File: src/design/trl_pkg.sv
// shared types and constants for the temperature ring logger
package trl_pkg;

    // input word: command code and raw converter sample
    typedef struct packed {
        logic [2:0] opcode;
        logic [9:0] sample;
    } in_word_t;

    // output word: result kind and logged byte
    typedef struct packed {
        logic [1:0] kind;
        logic [7:0] value;
    } out_word_t;

    // log memory control from the sequencer
    typedef struct packed {
        logic clear;
        logic wr_en;
    } mem_cmd_t;

    // command codes
    localparam logic [2:0] OP_SAMPLE = 3'd0;
    localparam logic [2:0] OP_PING   = 3'd1;
    localparam logic [2:0] OP_REPORT = 3'd2;
    localparam logic [2:0] OP_CLEAR  = 3'd3;
    localparam logic [2:0] OP_TX_RDY = 3'd4;

    // result kinds
    localparam logic [1:0] KIND_ACK   = 2'd0;
    localparam logic [1:0] KIND_ENTRY = 2'd1;
    localparam logic [1:0] KIND_END   = 2'd2;

    // configuration register indexes
    localparam logic CFG_CAL_OFFSET = 1'b0;
    localparam logic CFG_CAL_GAIN   = 1'b1;

    // shared unit operations
    localparam logic [1:0] ALU_ADD = 2'd0;
    localparam logic [1:0] ALU_SUB = 2'd1;
    localparam logic [1:0] ALU_MUL = 2'd2;

    // dump stages
    localparam logic [1:0] DUMP_IDLE = 2'd0;
    localparam logic [1:0] DUMP_RUN  = 2'd1;
    localparam logic [1:0] DUMP_END  = 2'd2;

    // calibration rounding constant and shift
    localparam logic [15:0] CAL_ROUND = 16'd512;
    localparam int          CAL_SHIFT = 10;

endpackage

File: src/design/trl_alu.sv
// shared 16-bit wrapping add, subtract and multiply unit
module trl_alu (
    input  logic [1:0]  op,
    input  logic [15:0] a,
    input  logic [15:0] b,
    output logic [15:0] y
);

    logic [31:0] prod;

    // full product, low half kept
    assign prod = {16'b0, a} * {16'b0, b};

    // operation select
    always_comb
    begin
        case (op)
            trl_pkg::ALU_ADD: y = a + b;
            trl_pkg::ALU_SUB: y = a - b;
            trl_pkg::ALU_MUL: y = prod[15:0];
            default:          y = a;
        endcase
    end

endmodule

File: src/design/trl_log_mem.sv
// ring log memory with fill count so unwritten entries read as zero
module trl_log_mem #(
    parameter int DEPTH = 512,
    parameter int AW    = 9
) (
    input  logic              clk,
    input  logic              rst_n,
    input  trl_pkg::mem_cmd_t cmd,
    input  logic [AW-1:0]     wr_addr,
    input  logic [7:0]        wr_data,
    input  logic [AW-1:0]     rd_addr,
    output logic [7:0]        rd_data
);

    localparam int FW = $clog2(DEPTH + 1);
    localparam logic [FW-1:0] FILL_FULL = FW'(DEPTH);

    logic [7:0]    mem [DEPTH];
    logic [7:0]    data_reg;
    logic          valid_reg;
    logic          valid_next;
    logic [FW-1:0] fill_reg;
    logic [FW-1:0] fill_next;

    // entries 1..fill have been written since clear, all once the ring wrapped
    assign valid_next = (fill_reg == FILL_FULL) ||
                        ((rd_addr != '0) && (FW'(rd_addr) <= fill_reg));

    // fill count follows writes, saturating at the depth
    always_comb
    begin
        fill_next = fill_reg;
        if (cmd.clear)
        begin
            fill_next = '0;
        end
        else if (cmd.wr_en && (fill_reg != FILL_FULL))
        begin
            fill_next = fill_reg + 1'b1;
        end
    end

    always_ff @(posedge clk or negedge rst_n)
    begin
        if (!rst_n)
        begin
            fill_reg  <= '0;
            valid_reg <= 1'b0;
        end
        else
        begin
            fill_reg  <= fill_next;
            valid_reg <= valid_next;
        end
    end

    // storage array, registered read
    always_ff @(posedge clk)
    begin
        if (cmd.wr_en)
        begin
            mem[wr_addr] <= wr_data;
        end
        data_reg <= mem[rd_addr];
    end

    assign rd_data = valid_reg ? data_reg : 8'd0;

endmodule

File: src/design/temperature_ring_logger.sv
// top level: command sequencer, calibration through the shared unit, ring log and dump
//
// Usage:
//   Input channel (in_valid / in_stall / in_word) carries one command word:
//   a raw sample, ping, report request, clear, or transmit-ready event.
//   Output channel (out_valid / out_stall / out_word) carries ping acks,
//   logged bytes during a dump, and the end-of-report marker.
//   cal_offset and cal_gain are written through cfg_write / cfg_index / cfg_data;
//   the user must do so only while the block is idle; the block does not enforce it.
// Timing:
//   One word at a time; in_stall is high while a word is being worked on.
//   Report, clear and idle transmit-ready finish in idle; a ping goes through
//   the emit state. A sample that does not close a group is only accumulated;
//   one that does passes accumulate, four steps of the shared add, subtract and
//   multiply unit, and store. A dump entry makes two registered reads of the log
//   memory port. A result sits in the output register; the sequencer waits only
//   when a new result is ready and the previous one has not been taken.
// Reset:
//   Clears all indexes, the sample group, the dump stage and the log fill count,
//   so the whole log reads as zero right after reset with no clearing pass.
module temperature_ring_logger #(
    parameter int LOG_DEPTH           = 512,
    parameter int SAMPLES_PER_READING = 8
) (
    input  logic               clk,
    input  logic               rst_n,
    input  logic               in_valid,
    output logic               in_stall,
    input  trl_pkg::in_word_t  in_word,
    output logic               out_valid,
    input  logic               out_stall,
    output trl_pkg::out_word_t out_word,
    input  logic               cfg_write,
    input  logic               cfg_index,
    input  logic [15:0]        cfg_data
);

    localparam int AW = (LOG_DEPTH > 1) ? $clog2(LOG_DEPTH) : 1;
    localparam int CW = (SAMPLES_PER_READING > 1) ? $clog2(SAMPLES_PER_READING) : 1;
    localparam logic [AW-1:0] LAST_ADDR = AW'(LOG_DEPTH - 1);
    localparam logic [CW-1:0] CNT_LAST  = CW'(SAMPLES_PER_READING - 1);
    localparam logic [15:0]   HALF_CNT  = 16'(SAMPLES_PER_READING / 2);

    // sequencer states
    localparam logic [3:0] S_IDLE  = 4'd0;
    localparam logic [3:0] S_ACC   = 4'd1;
    localparam logic [3:0] S_CAL0  = 4'd2;
    localparam logic [3:0] S_CAL1  = 4'd3;
    localparam logic [3:0] S_CAL2  = 4'd4;
    localparam logic [3:0] S_CAL3  = 4'd5;
    localparam logic [3:0] S_STORE = 4'd6;
    localparam logic [3:0] S_RD0   = 4'd7;
    localparam logic [3:0] S_RD1   = 4'd8;
    localparam logic [3:0] S_EMIT  = 4'd9;

    logic [3:0]         state_reg, state_next;
    logic [15:0]        offset_reg, offset_next;
    logic [15:0]        gain_reg, gain_next;
    logic [15:0]        sum_reg, sum_next;
    logic [CW-1:0]      count_reg, count_next;
    logic [15:0]        work_reg, work_next;
    logic [9:0]         sample_reg, sample_next;
    logic [AW-1:0]      wr_idx_reg, wr_idx_next;
    logic [AW-1:0]      rd_idx_reg, rd_idx_next;
    logic [AW-1:0]      stop_idx_reg, stop_idx_next;
    logic [1:0]         stage_reg, stage_next;
    trl_pkg::out_word_t pend_reg, pend_next;
    trl_pkg::out_word_t out_reg, out_next;
    logic               out_valid_reg, out_valid_next;

    logic               in_accept;
    logic [1:0]         alu_op;
    logic [15:0]        alu_a, alu_b, alu_y;
    trl_pkg::mem_cmd_t  mem_cmd;
    logic [AW-1:0]      mem_rd_addr;
    logic [7:0]         mem_rd_data;
    logic [AW-1:0]      wr_idx_inc;
    logic [AW-1:0]      rd_idx_dec;

    assign in_stall  = (state_reg != S_IDLE);
    assign in_accept = in_valid && !in_stall;
    assign out_valid = out_valid_reg;
    assign out_word  = out_reg;

    // ring index stepping with wrap
    assign wr_idx_inc = (wr_idx_reg == LAST_ADDR) ? '0 : wr_idx_reg + 1'b1;
    assign rd_idx_dec = (rd_idx_reg == '0) ? LAST_ADDR : rd_idx_reg - 1'b1;

    // shared arithmetic unit
    trl_alu u_alu (
        .op (alu_op),
        .a  (alu_a),
        .b  (alu_b),
        .y  (alu_y)
    );

    // ring log storage
    trl_log_mem #(
        .DEPTH (LOG_DEPTH),
        .AW    (AW)
    ) u_log_mem (
        .clk     (clk),
        .rst_n   (rst_n),
        .cmd     (mem_cmd),
        .wr_addr (wr_idx_inc),
        .wr_data ({2'b00, work_reg[15:trl_pkg::CAL_SHIFT]}),
        .rd_addr (mem_rd_addr),
        .rd_data (mem_rd_data)
    );

    // shared unit operand select per step
    always_comb
    begin
        alu_op = trl_pkg::ALU_ADD;
        alu_a  = work_reg;
        alu_b  = HALF_CNT;
        case (state_reg)
            S_ACC:
            begin
                alu_a = sum_reg;
                alu_b = {6'b0, sample_reg};
            end
            S_CAL0:
            begin
                alu_b = HALF_CNT;
            end
            S_CAL1:
            begin
                alu_op = trl_pkg::ALU_SUB;
                alu_b  = offset_reg;
            end
            S_CAL2:
            begin
                alu_op = trl_pkg::ALU_MUL;
                alu_b  = gain_reg;
            end
            S_CAL3:
            begin
                alu_b = trl_pkg::CAL_ROUND;
            end
            default:
            begin
                alu_b = HALF_CNT;
            end
        endcase
    end

    // log read address: second read of a dump step looks one entry back
    assign mem_rd_addr = (state_reg == S_RD0) ? rd_idx_dec : rd_idx_reg;

    // sequencer
    always_comb
    begin
        state_next     = state_reg;
        offset_next    = offset_reg;
        gain_next      = gain_reg;
        sum_next       = sum_reg;
        count_next     = count_reg;
        work_next      = work_reg;
        sample_next    = sample_reg;
        wr_idx_next    = wr_idx_reg;
        rd_idx_next    = rd_idx_reg;
        stop_idx_next  = stop_idx_reg;
        stage_next     = stage_reg;
        pend_next      = pend_reg;
        out_next       = out_reg;
        out_valid_next = out_valid_reg;
        mem_cmd.clear  = 1'b0;
        mem_cmd.wr_en  = 1'b0;

        // output register drains when taken
        if (out_valid_reg && !out_stall)
        begin
            out_valid_next = 1'b0;
        end

        // configuration writes
        if (cfg_write)
        begin
            if (cfg_index == trl_pkg::CFG_CAL_OFFSET)
            begin
                offset_next = cfg_data;
            end
            else
            begin
                gain_next = cfg_data;
            end
        end

        case (state_reg)
            S_IDLE:
            begin
                if (in_accept)
                begin
                    case (in_word.opcode)
                        trl_pkg::OP_SAMPLE:
                        begin
                            sample_next = in_word.sample;
                            state_next  = S_ACC;
                        end
                        trl_pkg::OP_PING:
                        begin
                            pend_next.kind  = trl_pkg::KIND_ACK;
                            pend_next.value = 8'd0;
                            state_next      = S_EMIT;
                        end
                        trl_pkg::OP_REPORT:
                        begin
                            rd_idx_next   = wr_idx_reg;
                            stop_idx_next = wr_idx_reg;
                            stage_next    = trl_pkg::DUMP_RUN;
                        end
                        trl_pkg::OP_CLEAR:
                        begin
                            mem_cmd.clear = 1'b1;
                            wr_idx_next   = '0;
                        end
                        trl_pkg::OP_TX_RDY:
                        begin
                            if (stage_reg == trl_pkg::DUMP_RUN)
                            begin
                                state_next = S_RD0;
                            end
                            else if (stage_reg == trl_pkg::DUMP_END)
                            begin
                                pend_next.kind  = trl_pkg::KIND_END;
                                pend_next.value = 8'd0;
                                stage_next      = trl_pkg::DUMP_IDLE;
                                state_next      = S_EMIT;
                            end
                        end
                        default:
                        begin
                            state_next = S_IDLE;
                        end
                    endcase
                end
            end
            S_ACC:
            begin
                if (count_reg == CNT_LAST)
                begin
                    work_next  = alu_y;
                    sum_next   = 16'd0;
                    count_next = '0;
                    state_next = S_CAL0;
                end
                else
                begin
                    sum_next   = alu_y;
                    count_next = count_reg + 1'b1;
                    state_next = S_IDLE;
                end
            end
            S_CAL0:
            begin
                work_next  = alu_y;
                state_next = S_CAL1;
            end
            S_CAL1:
            begin
                work_next  = alu_y;
                state_next = S_CAL2;
            end
            S_CAL2:
            begin
                work_next  = alu_y;
                state_next = S_CAL3;
            end
            S_CAL3:
            begin
                work_next  = alu_y;
                state_next = S_STORE;
            end
            S_STORE:
            begin
                mem_cmd.wr_en = 1'b1;
                wr_idx_next   = wr_idx_inc;
                state_next    = S_IDLE;
            end
            S_RD0:
            begin
                // entry at the read index is the word to send
                pend_next.kind  = trl_pkg::KIND_ENTRY;
                pend_next.value = mem_rd_data;
                rd_idx_next     = rd_idx_dec;
                state_next      = S_RD1;
            end
            S_RD1:
            begin
                // stop on an empty entry or when back at the start
                if ((mem_rd_data == 8'd0) || (rd_idx_reg == stop_idx_reg))
                begin
                    stage_next = trl_pkg::DUMP_END;
                end
                state_next = S_EMIT;
            end
            S_EMIT:
            begin
                if (!out_valid_reg || !out_stall)
                begin
                    out_next       = pend_reg;
                    out_valid_next = 1'b1;
                    state_next     = S_IDLE;
                end
            end
            default:
            begin
                state_next = S_IDLE;
            end
        endcase
    end

    // state registers
    always_ff @(posedge clk or negedge rst_n)
    begin
        if (!rst_n)
        begin
            state_reg     <= S_IDLE;
            offset_reg    <= 16'd0;
            gain_reg      <= 16'd0;
            sum_reg       <= 16'd0;
            count_reg     <= '0;
            wr_idx_reg    <= '0;
            rd_idx_reg    <= '0;
            stop_idx_reg  <= '0;
            stage_reg     <= trl_pkg::DUMP_IDLE;
            out_valid_reg <= 1'b0;
        end
        else
        begin
            state_reg     <= state_next;
            offset_reg    <= offset_next;
            gain_reg      <= gain_next;
            sum_reg       <= sum_next;
            count_reg     <= count_next;
            wr_idx_reg    <= wr_idx_next;
            rd_idx_reg    <= rd_idx_next;
            stop_idx_reg  <= stop_idx_next;
            stage_reg     <= stage_next;
            out_valid_reg <= out_valid_next;
        end
    end

    // payload registers
    always_ff @(posedge clk)
    begin
        work_reg   <= work_next;
        sample_reg <= sample_next;
        pend_reg   <= pend_next;
        out_reg    <= out_next;
    end

endmodule
File: config.mk
export PLATFORM = sky130hd
export DESIGN_NAME = temperature_ring_logger
export DESIGN_NICKNAME = d
export VERILOG_FILES = /design/src/design/trl_pkg.sv /design/src/design/trl_alu.sv /design/src/design/trl_log_mem.sv /design/src/design/temperature_ring_logger.sv
export SDC_FILE = /design/constraint.sdc
export NUM_CORES = 2
export LEC_CHECK = 0
export BUFFER_PORTS_ARGS = -buffer_cell sky130_fd_sc_hd__buf_2
export CAP_MARGIN = 20
export CORE_MARGIN = 2
export CORE_UTILIZATION = 40
export CTS_CLUSTER_SIZE = 20
export DETAILED_ROUTE_END_ITERATION = 7
export PLACE_DENSITY_LB_ADDON = 0.25
export SYNTH_ARGS = -nofsm -noshare
export SYNTH_HDL_FRONTEND = slang
export SYNTH_SLANG_ARGS = --single-unit
export TNS_END_PERCENT = 20
File: constraint.sdc
create_clock -name clk -period 19.9 [get_ports clk]
set_input_delay 0 -clock clk [delete_from_list [all_inputs] [get_ports clk]]
set_output_delay 0 -clock clk [all_outputs]
set_load 0.01 [all_outputs]
==> results_dict.tcl <==
set metrics [dict create \
    outcome "finished clean" \
    cp-end-kind "flop" \
    synthArstFlopShare_pct 2.99 \
    synth-seq-area-share_pct 71.4 \
    htree_levels 5 \
    rsz0062_at_grt "false" \
    maxCapViolCount 0 \
    layout-area-overhead-vs-synth_pct 12.3 \
    synthCells 9553 \
    grt_pass1_wl_mm 632 \
    fin_crit_sh_pct 38.8 \
    clk_path_buf_depth 4 \
    vias 86800 \
    grt_max_degree 197 \
    syn_area_mm2 0.134 \
    grt_usage_pct 25.9 \
    yosysTopAreaCell "edfxtp_1" \
    drt-initial-drc-count 14000 \
    path_clk_slew_ps 60 \
    row_count 212 \
    final_nets 9816 \
    antenna_found_initial 34 \
    ir_drop_mv 0.168 \
    report.final.slew_viol_count 0 \
    hold_buffers 69 \
    io_buffers 44 \
    synth.area.top_cells "edfxtp_1, nand2_1, mux4_2" \
    min_path_cells 3 \
    synth-seq-cells 3216 \
    period_needed_ps 7730 \
    grt_pass1_vias 82400 \
    cp_max_fo 96 \
    fillers 29100 \
    drcViolationCount 0 \
    clk_latency_ps 960 \
    finalWirelength_mm 451 \
    dp_hpwl_mm 268 \
    die_y_um 584 \
    dieArea_mm2 0.341 \
    relSlewSlack_pct 16.2 \
    synth_edf_count 3114 \
    cts.sinks 3216 \
    p_leak_nw 50.0 \
    hold_viol_final 0 \
    yosysWarnings 0 \
    initial_core_util_pct 40.3 \
    hold-worst-slack_ps 94.1 \
    setup_viol 0 \
    core_mm2 0.334 \
    gp_congestion 0.906 \
    synth-main-ff-cell "edfxtp_1" \
    worstReg2RegEnd "u_log_mem.data_reg[2]$_DFF_P_" \
    yosysTopAreaCellShare_pct 69.5 \
    routed_via_density 6.07 \
    ctsResizeCount 0 \
    synth_cell_type_count 88 \
    postCtsSetupBuffers 0 \
    numCtsBuffers 332 \
    largest_register "u_log_mem.mem" \
    synth_common_cells "edfxtp_1, nand2_1, nor2_1, nand3_1, clkbuf_1" \
    max_freq_mhz 129 \
    hold_class "input port to flop" \
    totalNegativeSetupSlack_ps 0 \
    ant_nets 0 \
    avgSynthCellArea_um2 14.1 \
    skew_ps 50.1 \
    drt_first_pass_iters 6 \
    critPathKind "flop to flop" \
    final_area_mm2 0.151 \
    worstReg2RegStart "rd_idx_reg[0]$_DFFE_PN0P_" \
    crit_path_start_kind "flop" \
    largest_reg_flops 3072 \
    worstMarginPinSlew_ps 1250 \
    grt_overflow_total 0 \
    wire_per_inst_um 31.6 \
    rrSetupSlack_ps 12170 \
    io_pins 47 \
    synth_most_common_cell "edfxtp_1" \
    dieWidth_um 584 \
    cts_tree "built" \
    hp-start "in_word[11]" \
    required_ps 20700 \
    cts_root_buf "clkbuf_16" \
    reg2regPathDepth 17 \
    arrival_ps 8530 \
    hold_end "pend_reg[9]$_SDFFCE_PN0P_" \
    p_per_area_mw_per_mm2 163 \
    drive_gt1_share_pct 11.3 \
    placed_area_mm2 0.140 \
]
[layer usage]
layer / vias to the layer above / wire length, µm / global-route usage [%]
met1: 44200 / 176000 / 35.7
li1: 36000 / - / -
met4: 14 / 20400 / 10.2
met3: 999 / 52400 / 6.11
met2: 5583 / 202000 / 39.4
met5: - / 95 / 0
[stage by stage]
stage | setup WS [ps] | total power, mW | utilization, % | cells
floorplan | 7920 | 14.7 | - | 9554
global placement | 11750 | 18.4 | 41.8 | 13600
detailed placement | 12190 | 18.5 | 41.8 | 13600
CTS | 12140 | 24.5 | 45.2 | 14300
global route | 11810 | 25.5 | 45.2 | 14300
finish | 12170 | 24.7 | 45.2 | 14300
[cell type report]
cell class / count / area, µm² / area share [%]
diodes: 19 / 47.5 / 0.0315
clock buffers: 436 / 9000 / 5.96
clock inverters: 165 / 1490 / 0.989
inverters: 165 / 649 / 0.430
multi-input cells: 5536 / 35300 / 23.3
flip-flops and latches: 3216 / 96000 / 63.6
well taps: 4387 / 5490 / 3.63
repair buffers: 365 / 3080 / 2.04
[cell families after synthesis]
logic type / synth area share, %
adder cells (fa/ha/maj): 1.99
AND/OR/NAND/NOR: 11.2
other: 0.00279
flip-flops: 71.4
AO/OA/AOI/OAI: 6.31
buffers and inverters: 2.74
XOR/XNOR: 0.599
multiplexers: 5.74
[report_power, final]
group	total [mW]	switching [mW]	internal, mW	leakage (nW)
clock	6.12	2.68	3.44	5.12
combinational	9.92	7.22	2.70	15.6
sequential	8.63	0.0978	8.53	29.3
total	24.7	10.0	14.7	50.0
[worst max path at each step]
stage,end,cells after the start,slack [ps],startpoint
global route,sum_reg[14]$_DFFE_PN0N_,23,11810,state_reg[0]$_DFFE_PN0P_
CTS,u_log_mem.data_reg[3]$_DFF_P_,16,12140,rd_idx_reg[0]$_DFFE_PN0P_
detailed placement,u_log_mem.data_reg[3]$_DFF_P_,16,12190,rd_idx_reg[0]$_DFFE_PN0P_
floorplan,sum_reg[14]$_DFFE_PN0N_,20,7920,work_reg[10]$_DFFE_PP_
finish,u_log_mem.data_reg[2]$_DFF_P_,17,12170,rd_idx_reg[0]$_DFFE_PN0P_
global placement,u_log_mem.data_reg[5]$_DFF_P_,16,11750,rd_idx_reg[0]$_DFFE_PN0P_
[critical path, stage by stage (launching register included)]
cell and delay, ps:
dfrtp_1 470, inv_1 160, ha_1 240, or4b_4 490
or2_1 400, a21oi_4 300, buf_12 460, buf_4 590
buf_4 710, buf_12 450, mux4_2 560, mux2i_1 290
o22ai_1 180, a211oi_1 430, o31ai_1 140, nor3_1 970
o22ai_1 190, nand4b_1 230
[placed cells by master, fill, tap and decap left out, drive strengths merged, types with 183 or more instances in the layout]
| cell | n |
|---|---|
| clkbuf | 437 |
| buf | 296 |
| and3 | 247 |
| nand3 | 393 |
| a21oi | 283 |
| mux2i | 183 |
| nor2 | 735 |
| edfxtp | 3114 |
| mux4 | 237 |
| a31oi | 196 |
| nand2 | 1972 |
Note: power is estimated with default switching activity, not from simulation.
